$ cat src/hw/rtl/tsr_pkg.sv
package tsr_pkg;

    localparam int FRAC_BITS = 16;
    localparam longint Q_ONE = longint'(1) << FRAC_BITS;
    // 1 mm and 0.1 m/s thresholds, rounded up
    localparam logic [32:0] POS_EPS = 33'((Q_ONE + 999) / 1000);
    localparam logic [31:0] VEL_EPS = 32'((Q_ONE + 9) / 10);

    localparam logic signed [31:0] S32_MAX = 32'sh7FFF_FFFF;
    localparam logic signed [31:0] S32_MIN = 32'sh8000_0000;

    localparam logic [9:0] RATE_RESET = 10'd30;

    // shared divider geometry
    localparam int DIV_DW = 64;   // dividend / quotient bits
    localparam int DIV_VW = 34;   // divisor bits
    localparam int DIV_CW = 7;    // step counter bits
    localparam logic [DIV_CW-1:0] DIV_STEPS_LONG = DIV_CW'(64);
    localparam logic [DIV_CW-1:0] DIV_STEPS_HALF = DIV_CW'(32);

    typedef enum logic [1:0] {
        CMD_STEP  = 2'd0,
        CMD_CLEAR = 2'd1,
        CMD_JUMP  = 2'd2,
        CMD_NOP   = 2'd3
    } t_cmd;

    typedef enum logic [3:0] {
        S_IDLE,
        S_DIST,
        S_MUL,
        S_DEC,
        S_QDIV,
        S_ASTART,
        S_ADIV,
        S_VDIV,
        S_NEXT,
        S_OUT
    } t_state;

    typedef struct packed {
        logic start;
        logic half;   // 32-bit dividend in the upper half, 32 steps
    } t_div_req;

    function automatic logic signed [31:0] sat32(input logic signed [33:0] x);
        if (x > 34'(S32_MAX)) begin
            return S32_MAX;
        end else if (x < 34'(S32_MIN)) begin
            return S32_MIN;
        end
        return x[31:0];
    endfunction

endpackage

$ cat src/hw/rtl/tsr_div.sv
// Unsigned restoring divider, one quotient bit per cycle.
module tsr_div
    import tsr_pkg::*;
(
    input  logic              i_clk,
    input  logic              i_rst_n,
    input  t_div_req          i_req,
    input  logic [DIV_DW-1:0] i_dividend,
    input  logic [DIV_VW-1:0] i_divisor,
    output logic              o_done,
    output logic [DIV_DW-1:0] o_quot
);
    logic [DIV_VW:0]   r_rem, n_rem;
    logic [DIV_DW-1:0] r_quo, n_quo;
    logic [DIV_VW-1:0] r_dvs;
    logic [DIV_CW-1:0] r_cnt;
    logic              r_busy, r_done;
    logic [DIV_VW:0]   rem_sh;
    logic              fit;

    always_comb begin
        rem_sh = {r_rem[DIV_VW-1:0], r_quo[DIV_DW-1]};
        fit    = rem_sh >= {1'b0, r_dvs};
        n_rem  = fit ? rem_sh - {1'b0, r_dvs} : rem_sh;
        n_quo  = {r_quo[DIV_DW-2:0], fit};
    end

    always_ff @(posedge i_clk) begin
        if (!i_rst_n) begin
            r_busy <= 1'b0;
            r_done <= 1'b0;
            r_cnt  <= '0;
        end else begin
            r_done <= 1'b0;
            if (i_req.start) begin
                r_busy <= 1'b1;
                r_cnt  <= i_req.half ? DIV_STEPS_HALF : DIV_STEPS_LONG;
            end else if (r_busy) begin
                r_cnt <= r_cnt - DIV_CW'(1);
                if (r_cnt == DIV_CW'(1)) begin
                    r_busy <= 1'b0;
                    r_done <= 1'b1;
                end
            end
        end
    end

    always_ff @(posedge i_clk) begin
        if (i_req.start) begin
            r_rem <= '0;
            r_quo <= i_dividend;
            r_dvs <= i_divisor;
        end else if (r_busy) begin
            r_rem <= n_rem;
            r_quo <= n_quo;
        end
    end

    assign o_done = r_done;
    assign o_quot = r_quo;
endmodule

$ cat config.mk
export PLATFORM = sky130hd
export DESIGN_NAME = tsr_div
export DESIGN_NICKNAME = d
export VERILOG_FILES = /design/src/hw/rtl/tsr_pkg.sv /design/src/hw/rtl/tsr_div.sv
export SDC_FILE = /design/constraint.sdc
export NUM_CORES = 1
export LEC_CHECK = 0
export ABC_CLOCK_PERIOD_IN_PS = 9450
export BUFFER_PORTS_ARGS = -buffer_cell sky130_fd_sc_hd__buf_2
export CORE_MARGIN = 1
export CORE_UTILIZATION = 60
export CTS_CLUSTER_DIAMETER = 40
export CTS_CLUSTER_SIZE = 16
export DETAILED_ROUTE_END_ITERATION = 8
export PLACE_DENSITY = 0.87
export SYNTH_ARGS = -nofsm -noshare
export SYNTH_HDL_FRONTEND = slang
export SYNTH_SLANG_ARGS = --single-unit
$ cat constraint.sdc
create_clock -name i_clk -period 9.45 [get_ports i_clk]
set_input_delay 0.4725 -clock i_clk [delete_from_list [all_inputs] [get_ports i_clk]]
set_output_delay 0.4725 -clock i_clk [all_outputs]
set_load 0.05 [all_outputs]
==> results of run 1 <==
-- Yosys cell counts, types with 12 or more instances --
library cell / count / area share
a21oi_1: 43 / 0.027
nand2_1: 56 / 0.027
dfxtp_1: 43 / 0.11
mux2i_1: 24 / 0.031
ha_1: 36 / 0.057
edfxtp_1: 98 / 0.38
xnor2_1: 23 / 0.026
clkbuf_1: 32 / 0.015
inv_1: 48 / 0.023
mux2_2: 65 / 0.093
nor2_1: 64 / 0.031
xor2_1: 12 / 0.013
o21ai_0: 28 / 0.018
a211oi_1: 28 / 0.027
-- layout make-up --
type	instances	share of cell area
Clock buffer	17	0.0458
Tap cell	172	0.0232
Timing Repair Buffer	170	0.0929
Clock inverter	15	0.0137
Multi-Input combinational cell	506	0.396
Sequential cell	141	0.409
Inverter	48	0.0194
-- kinds of logic (layout without fill, tap and decap cells) --
group / after synthesis / in the layout / share of synthesized area
simple gates: 181 / 181 / 0.105
compound gates: 164 / 164 / 0.141
flops: 141 / 141 / 0.485
mux: 89 / 89 / 0.124
buf+inv: 89 / 250 / 0.0461
fa+ha+maj: 37 / 37 / 0.0600
xor+xnor: 35 / 35 / 0.0391
-- registers in the layout, indices dropped and copies added, names as in the netlist --
register / flops
o_quot: 64
r_dvs: 34
r_rem: 34
r_cnt: 7
o_done: 1
r_busy: 1
-- worst reg2reg max path, cell delays in order, from the launching register on --
cell and delay [ns]:
edfxtp_1 0.40, inv_1 0.07, ha_1 0.16, inv_1 0.05, fa_1 0.41, a21oi_1 0.26, o21ai_0 0.18, a221o_1 0.38
a221o_1 0.41, and3_1 0.22, or4_4 0.50, a311oi_2 0.23
-- worst max path at each step --
stage,depth (start not counted),from,slack [ns],to
final,11,o_quot[63],6.09,r_rem[28]
after global placement,11,o_quot[63],6.26,r_rem[28]
after global routing,9,r_dvs[29],5.90,r_rem[25]
after detailed placement,11,o_quot[63],6.15,r_rem[28]
after CTS,11,o_quot[63],6.12,r_rem[28]
after floorplan,11,o_quot[63],6.11,r_rem[28]
-- routing by layer --
metal | global-route usage | wire [um] | share of wire | up-vias
li1 | - | - | - | 2998
met1 | 0.354 | 7670 | 0.41 | 2880
met2 | 0.484 | 9230 | 0.49 | 267
met3 | 0.0991 | 1500 | 0.079 | 45
met4 | 0.117 | 524 | 0.028 | 0
met5 | 0 | 0 | 0 | -
-- power by group --
group	switching (mW)	internal, mW	total (mW)
registers	0.0343	0.729	0.763
clock network	0.293	0.345	0.638
logic	0.324	0.178	0.502
-- stage by stage --
step                      hold WS (ns)  utilization  cells  area [um^2]  setup slack (ns)
after floorplan                  0.467            -    736         7840              6.11
after global placement           0.485        0.690   1037         8740              6.26
after detailed placement         0.491        0.690   1037         8740              6.15
after CTS                        0.196        0.734   1069         9300              6.12
after global routing             0.193        0.734   1069         9300              5.90
final                            0.212        0.734   1069         9300              6.09
==> qor.yml, run 1 <==
synthesis:
  synth_edf_count: 98
  async_reset_ff_frac: 0
  synth_seq_cells: 141
  netlist_area_mm2: 0.00784
  synth_flop_cell: "edfxtp_1"
  ys_seq_area_frac: 0.485
  synth_nets: 875
  yosysUniqueCellTypes: 58
  synthCells: 736
  syn_area_per_cell_um2: 10.7
  yosysWarnings: 0
setup_path:
  worstPathMaxFanout: 5
  cp.required_ns: 9.79
  crit_type: "reg -> reg"
  worstPathArrival_ns: 3.70
  cp_slowest_cell: "or4_4"
  reg2reg_from: "o_quot[63]"
  r2r_end: "r_rem[28]"
  reg2reg_depth: 11
  critPathTopFamily: "compound AO/OA/AOI/OAI gates"
  critPathLaunchType: "register"
  crit_buf_inv: 2
  critPathCaptureType: "register"
  max_stage_delay_ns: 0.50
  crit_path_cell_trace: "inv_1 > ha_1 > inv_1 > fa_1 > a21oi_1 > o21ai_0 > a221o_1 > a221o_1 > and3_1 > or4_4 > a311oi_2"
  r2r_slack_ns: 6.09
job:
  drv_cap: 0
layout:
  nets: 1023
  drive_gt1_frac: 0.313
  final_common_cell: "buf_2"
  regArea_mm2: 0.00380
  syn2layout_area_growth_pct: 18.5
  fillers: 898
  antenna_cells: 0
  multi_input_area_mm2: 0.00368
  layout_common_cells: "165 x buf_2, 98 x edfxtp_1, 65 x mux2_2"
drt:
  finalWirelength_mm: 18.9
  drtPass1Iterations: 6
  route.vias.total: 6190
  wl_per_cell_um: 17.7
  vias_per_cell: 5.79
  drt_iter0_drc: 424
  ant_nets: 0
  route.detailed.drc: 0
power_and_ir_drop:
  total_power_mw: 1.90
  power_density_mw_per_mm2: 205
  max-vdd-ir-drop_v: 0.000177
  cellLeakagePower_nw: 3.88
timing:
  clock_skew_ns: 0.0135
  rsz0062_at_grt: "no"
  fin_tns_setup_ns: 0
  final-max-slew-violation-count: 0
  max_slew_margin: 0.343
  fmax_ghz: 0.297
  fin_crit_sh: 0.356
  hold_violations: 0
  fin_crit_ns: 3.36
  setup_viol: 0
  worst_pin_slew_ns: 0.985
die:
  start_util: 0.619
  dieArea_mm2: 0.0135
  die_w_um: 116
  row_count: 41
  io_pins: 167
  core_area_mm2: 0.0127
  die_y_um: 116
cts:
  cts_buffers: 17
  htree_levels: 4
  numClockSinks: 141
  root_buffer: "clkbuf_16"
  cts.clk_slew.worst_paths_ns: 0.07
  ctsLongestPathBuffers: 2
  postCtsHoldBufs: 0
  clock_latency_ns: 0.43
  cts_tree: "yes"
  post-cts-setup-buffers: 0
  cts_resized: 0
global_route:
  grt_use_total: 0.294
  antenna_found_initial: 0
  grt_pass1_vias: 6027
  overflow: 0
  grt_max_degree: 85
  grt_pass1_wl_mm: 29.9
worst_hold_path:
  holdPathStages: 1
  worstHoldStart: "i_divisor[33]"
  whs_endpoint: "r_dvs[33]"
  hold_path_class: "in -> reg"
status:
  status: "finished clean"
placement:
  portBuffers: 166
  place.gp.congestion: 0.958
  dp_hpwl_mm: 13.2
Power figures use the tool's default switching activity.
==> run 2: changes to the inputs <==
--- a/config.mk
+++ b/config.mk
@@ -5,14 +5,14 @@
 export SDC_FILE = /design/constraint.sdc
 export NUM_CORES = 1
 export LEC_CHECK = 0
-export ABC_CLOCK_PERIOD_IN_PS = 9450
+export ABC_CLOCK_PERIOD_IN_PS = 2800
 export BUFFER_PORTS_ARGS = -buffer_cell sky130_fd_sc_hd__buf_2
 export CORE_MARGIN = 1
-export CORE_UTILIZATION = 60
+export CORE_UTILIZATION = 50
 export CTS_CLUSTER_DIAMETER = 40
 export CTS_CLUSTER_SIZE = 16
 export DETAILED_ROUTE_END_ITERATION = 8
-export PLACE_DENSITY = 0.87
+export PLACE_DENSITY = 0.77
 export SYNTH_ARGS = -nofsm -noshare
 export SYNTH_HDL_FRONTEND = slang
 export SYNTH_SLANG_ARGS = --single-unit
==> constraint.sdc (replaced) <==
create_clock -name i_clk -period 2.8 [get_ports i_clk]
set_input_delay 0.14 -clock i_clk [delete_from_list [all_inputs] [get_ports i_clk]]
set_output_delay 0.14 -clock i_clk [all_outputs]
set_load 0.05 [all_outputs]
==> qor.yml, run 2 (synthesis results as in run 1) <==
status:
  status: "finished with violations"
  violations: "setup timing"
layout:
  final-instance-count-excl-fill: 1221  # +14%
  antenna_cells: 0  # unchanged
  syn2layout_area_growth_pct: 34.2
  drive_gt1_frac: 0.374  # +0.0610
  fin_util: 0.690  # -0.0437
  fillers: 1150  # +28%
  final_common_cell: "buf_2"
  fin_area_mm2: 0.0105  # +13%
  largest_reg_flops: 64  # unchanged
  nets: 1136  # +11%
  layout_common_cells: "165 x buf_2, 98 x edfxtp_1, 74 x buf_4"
power_and_ir_drop:
  intPower_mw: 4.63  # +270%
  sequentialPowerShare: 0.372  # -0.029
  max-vdd-ir-drop_v: 0.000652  # +270%
  cellLeakagePower_nw: 4.45  # +15%
  clkPwrFrac: 0.336  # about the same
  total_power_mw: 6.93  # +260%
  sw_frac_of_total: 0.331  # -0.0109
  power_density_mw_per_mm2: 658  # +220%
  p_switching_mw: 2.30  # +250%
  combPwrFrac: 0.292  # +0.028
cts:
  htree_levels: 4  # unchanged
  clock_latency_ns: 0.43  # about the same
  cts_buffers: 17  # unchanged
  ctsLongestPathBuffers: 2  # unchanged
  cts_tree: "yes"
  numClockSinks: 141  # unchanged
  cts.clk_slew.worst_paths_ns: 0.07  # about the same
  root_buffer: "clkbuf_16"
timing:
  fmax_ghz: 0.345  # +16%
  max_slew_margin: 0.565  # +0.222
  hold_violations: 0  # unchanged
  worst_slack_ns: -0.0949  # -6.18 ns
  fin_crit_sh: 1.03  # +0.678
  worst_pin_slew_ns: 0.653  # -0.332 ns
  setup_viol: 4  # +4
  rsz0062_at_grt: "yes"
  clock_skew_ns: 0.0135  # +0.0000818 ns
  final-max-slew-violation-count: 0  # unchanged
  fin_tns_setup_ns: -0.181  # -0.181 ns
  fin_crit_ns: 2.89  # -0.468 ns
drt:
  route.vias.total: 6589  # +6.4%
  vias_per_cell: 5.40  # -6.8%
  wl_per_cell_um: 17.1  # -3.6%
  ant_nets: 0  # unchanged
  drtPass1Iterations: 5  # -1
  drt_iter0_drc: 369  # -13%
  route.detailed.drc: 0  # unchanged
  finalWirelength_mm: 20.9  # +10%
die:
  start_util: 0.514  # -0.105
  core_area_mm2: 0.0153  # +20%
  dieArea_mm2: 0.0162  # +20%
  io_pins: 167  # unchanged
  row_count: 45  # +9.8%
  die_y_um: 127  # +9.4%
  die_w_um: 127  # +9.4%
job:
  drv_cap: 0  # unchanged
global_route:
  grt_pass1_wl_mm: 33.1  # +11%
  grt_pass1_vias: 6767  # +12%
  antenna_found_initial: 0  # unchanged
  overflow: 0  # unchanged
  grt_max_degree: 65  # -24%
  grt_use_total: 0.265  # -0.0285
setup_path:
  worstPathArrival_ns: 3.24  # -0.46 ns
  r2r_slack_ns: -0.09  # -6.18 ns
  critPathCaptureType: "register"
  critPathLaunchType: "register"
  worstPathMaxFanout: 2  # -3
  cp.required_ns: 3.15  # -6.64 ns
  reg2reg_from: "o_quot[63]"
  critPathLaunch: "o_quot[63]"
  r2r_end: "r_rem[28]"
  crit_type: "reg -> reg"
  reg2reg_depth: 11  # unchanged
  crit_end: "r_rem[28]"
worst_hold_path:
  worstHoldStart: "i_dividend[50]"
  hold_path_class: "in -> reg"
placement:
  place.gp.congestion: 0.947  # -1.2%
  dp_hpwl_mm: 14.8  # +12%
  placed_area_mm2: 0.00937  # +7.2%
  portBuffers: 166  # unchanged
  dp.cells: 1145  # +10%
==> run 2: layout make-up <==
cell class / instances / area (um^2) / area share
repair buffers: 283 / 1860 / 0.177
multi-input cells: 506 / 3810 / 0.362
inverters: 48 / 180 / 0.0171
clock inverters: 15 / 180 / 0.0171
clock buffers: 17 / 425 / 0.0404
well taps: 211 / 264 / 0.0251
flip-flops and latches: 141 / 3800 / 0.361
==> run 2: worst max-delay path: stages, from the launching register on <==
cell	delay (ns)
edfxtp_1	0.38
inv_1	0.07
ha_2	0.18
inv_2	0.04
fa_2	0.34
a21oi_2	0.16
o21ai_2	0.08
a221o_1	0.33
a221o_1	0.36
and3_1	0.16
or4_4	0.47
a311oi_2	0.23
==> run 2: how the worst min path moves through the flow <==
| stage | end | slack, ns | cells after the start |
|---|---|---|---|
| after global placement | r_dvs[9] | 0.32 | 1 |
| after CTS | o_quot[50] | 0.0006 | 2 |
| after global routing | o_quot[50] | 0.003 | 2 |
| after detailed placement | r_dvs[23] | 0.32 | 1 |
| final | o_quot[50] | 0.004 | 2 |
| after floorplan | r_dvs[0] | 0.24 | 0 |
==> run 2: timing repair <==
| action | 4_1_cts | 5_1_grt |
|---|---|---|
| setup endpoints to repair | 3 | 32 |
| gates resized for setup | 8 | 24 |
| buffers inserted | 3 | 2 |
| pin swaps | 10 | 14 |
| hold buffers | 40 | 0 |
| endpoints found under the hold margin | 41 | 0 |
==> run 2: power groups by stage <==
stage          clock network (mW)  logic, mW  registers (mW)
2_1_floorplan                   0      0.955            2.94
3_3_place_gp                    0       1.87            2.61
3_5_place_dp                    0       1.90            2.61
4_1_cts                      2.35       1.97            2.58
5_1_grt                      2.43       2.18            2.60
6_report                     2.33       2.02            2.58
==> run 2: per-layer routing <==
layer | GRT usage | up-vias | part of all wire
li1 | - | 3215 | -
met2 | 0.465 | 214 | 0.49
met1 | 0.320 | 3121 | 0.43
met5 | 0 | - | 0
met3 | 0.0616 | 39 | 0.060
met4 | 0.0938 | 0 | 0.021
==> run 2: through the flow <==
step / hold WS (ns) / worst slack (ns)
CTS: 0.000588 / -0.171
finish: 0.00394 / -0.0949
global placement: 0.317 / -0.0684
global route: 0.00309 / -0.226
floorplan: 0.239 / -0.428
detailed placement: 0.318 / -0.159
==> run 3: changes to the inputs <==
--- a/config.mk
+++ b/config.mk
@@ -8,11 +8,11 @@
 export ABC_CLOCK_PERIOD_IN_PS = 2800
 export BUFFER_PORTS_ARGS = -buffer_cell sky130_fd_sc_hd__buf_2
 export CORE_MARGIN = 1
-export CORE_UTILIZATION = 50
+export CORE_UTILIZATION = 25
 export CTS_CLUSTER_DIAMETER = 40
 export CTS_CLUSTER_SIZE = 16
 export DETAILED_ROUTE_END_ITERATION = 8
-export PLACE_DENSITY = 0.77
+export PLACE_DENSITY = 0.44
 export SYNTH_ARGS = -nofsm -noshare
 export SYNTH_HDL_FRONTEND = slang
 export SYNTH_SLANG_ARGS = --single-unit
==> qor.yml, run 3 (synthesis results as in run 1) <==
cts:
  numClockSinks: 141  # unchanged
  root_buffer: "clkbuf_16"
  cts_buffers: 17  # unchanged
  cts_tree: "yes"
  cts.clk_slew.worst_paths_ns: 0.07  # about the same
  clock_latency_ns: 0.43  # about the same
  ctsLongestPathBuffers: 2  # unchanged
  htree_levels: 4  # unchanged
setup_path:
  reg2reg_from: "o_quot[63]"
  critPathLaunchType: "register"
  reg2reg_depth: 11  # unchanged
  r2r_slack_ns: -0.16  # -0.07 ns
  cp.required_ns: 3.15  # about the same
  crit_type: "reg -> reg"
  r2r_end: "r_rem[28]"
  worstPathMaxFanout: 2  # unchanged
  worstPathArrival_ns: 3.31  # +0.07 ns
  critPathCaptureType: "register"
drt:
  finalWirelength_mm: 22.9  # +9.7%
  drtPass1Iterations: 6  # +1
  wl_per_cell_um: 15.7  # -7.9%
  vias_per_cell: 4.58  # -15%
  drt_iter0_drc: 340  # -7.9%
  ant_nets: 0  # unchanged
  route.vias.total: 6660  # +1.1%
  route.detailed.drc: 8  # +8
global_route:
  grt_use_total: 0.149  # -0.117
  grt_pass1_wl_mm: 36.5  # +10%
  grt_max_degree: 41  # -37%
  antenna_found_initial: 0  # unchanged
  grt_pass1_vias: 6824  # +0.84%
  overflow: 0  # unchanged
placement:
  placed_area_mm2: 0.00959  # +2.4%
  dp_hpwl_mm: 16.7  # +13%
  dp.cells: 1332  # +16%
  portBuffers: 166  # unchanged
  place.gp.congestion: 0.873  # -7.8%
  dp_slack_ns: -0.185  # -0.0260 ns
timing:
  fin_crit_sh: 1.06  # +0.0232
  worst_slack_ns: -0.160  # -0.0650 ns
  hold_violations: 0  # unchanged
  final-max-slew-violation-count: 0  # unchanged
  setup_viol: 2  # -2
  worst_pin_slew_ns: 0.470  # -0.183 ns
  rsz0062_at_grt: "yes"
  clock_skew_ns: 0.0193  # +0.00578 ns
  fin_crit_ns: 2.96  # +0.0650 ns
  max_slew_margin: 0.683  # +0.118
  fmax_ghz: 0.338  # -2.2%
die:
  core_area_mm2: 0.0307  # +100%
  die_w_um: 179  # +41%
  row_count: 64  # +42%
  die_y_um: 179  # +41%
  io_pins: 167  # unchanged
  dieArea_mm2: 0.0321  # +98%
  start_util: 0.255  # -0.259
layout:
  final-instance-count-excl-fill: 1454  # +19%
  fillers: 3182  # +180%
  syn2layout_area_growth_pct: 42.6
  layout_common_cells: "165 x buf_2, 98 x edfxtp_1, 84 x dlygate4sd3_1"
  final_common_cell: "buf_2"
  fin_area_mm2: 0.0112  # +6.2%
  largest_reg_flops: 64  # unchanged
  fin_util: 0.364  # -0.326
  drive_gt1_frac: 0.360  # -0.0141
  antenna_cells: 0  # unchanged
  nets: 1184  # +4.2%
power_and_ir_drop:
  cellLeakagePower_nw: 4.64  # +4.2%
  power_density_mw_per_mm2: 617  # -6.3%
  combPwrFrac: 0.301  # +0.009
  sw_frac_of_total: 0.337  # +0.00566
  sequentialPowerShare: 0.374  # +0.002
  max-vdd-ir-drop_v: 0.000503  # -23%
  clkPwrFrac: 0.326  # -0.010
  p_switching_mw: 2.32  # +1.2%
  intPower_mw: 4.57  # -1.3%
status:
  violations: "DRC, setup timing"
  status: "finished with violations"
worst_hold_path:
  holdPathStages: 2  # unchanged
  hold_path_class: "in -> reg"
  whs_endpoint: "o_quot[19]"
  worstHoldStart: "i_dividend[19]"
job:
  drv_cap: 0  # unchanged
[run 3: cell type report]
type / instances / area, um^2 / share of cell area
multi-input cells: 506 / 3820 / 0.341
inverters: 48 / 180 / 0.0161
flip-flops and latches: 141 / 3800 / 0.340
well taps: 396 / 495 / 0.0443
clock buffers: 19 / 433 / 0.0387
repair buffers: 331 / 2330 / 0.208
clock inverters: 13 / 128 / 0.0114
[run 3: metal layers]
metal	vias up	GRT usage	part of all wire
met5	-	0	0
met4	0	0.0396	0.012
met3	22	0.0473	0.061
met2	185	0.242	0.46
met1	3136	0.188	0.47
li1	3317	-	-
[run 3: power groups by stage]
stage | clock [mW] | sequential [mW] | combinational, mW
after floorplan | 0 | 2.94 | 0.955
after global placement | 0 | 2.62 | 1.91
after detailed placement | 0 | 2.62 | 1.91
after CTS | 2.32 | 2.58 | 2.05
after global routing | 2.39 | 2.60 | 2.25
final | 2.24 | 2.58 | 2.07
[run 3: worst max path at each step]
stage / startpoint / to / slack, ns
floorplan: o_quot[63] / r_rem[28] / -0.43
global placement: o_quot[63] / r_rem[28] / -0.12
finish: o_quot[63] / r_rem[28] / -0.16
detailed placement: o_quot[63] / r_rem[28] / -0.19
global route: o_quot[63] / r_rem[28] / -0.27
CTS: o_quot[63] / r_rem[28] / -0.19
[run 3: critical path, cell delays in order, from the launching register on]
cell and delay [ns]:
edfxtp_1 0.39, inv_1 0.07, ha_2 0.18, inv_2 0.04, fa_2 0.35, a21oi_2 0.16
o21ai_2 0.08, a221o_1 0.33, a221o_1 0.36, and3_1 0.18, or4_4 0.51, a311oi_2 0.23
[run 3: through the flow]
| stage | setup TNS (ns) | hold slack [ns] | total power, mW |
|---|---|---|---|
| 6_report | -0.209 | 0.0183 | 6.89 |
| 3_3_place_gp | -0.249 | 0.318 | 4.53 |
| 5_1_grt | -1.98 | 0.00124 | 7.25 |
| 3_5_place_dp | -0.429 | 0.318 | 4.53 |
| 4_1_cts | -0.355 | 0.000304 | 6.95 |
| 2_1_floorplan | -0.633 | 0.239 | 3.89 |
[run 3: what timing repair did]
| action | CTS | global route |
|---|---|---|
| setup buffers | 6 | 1 |
| hold endpoints to repair | 85 | 0 |
| hold buffers | 84 | 0 |
| endpoints found under the setup margin | 29 | 35 |
| gates resized for setup | 16 | 18 |
| pin swaps | 10 | 13 |
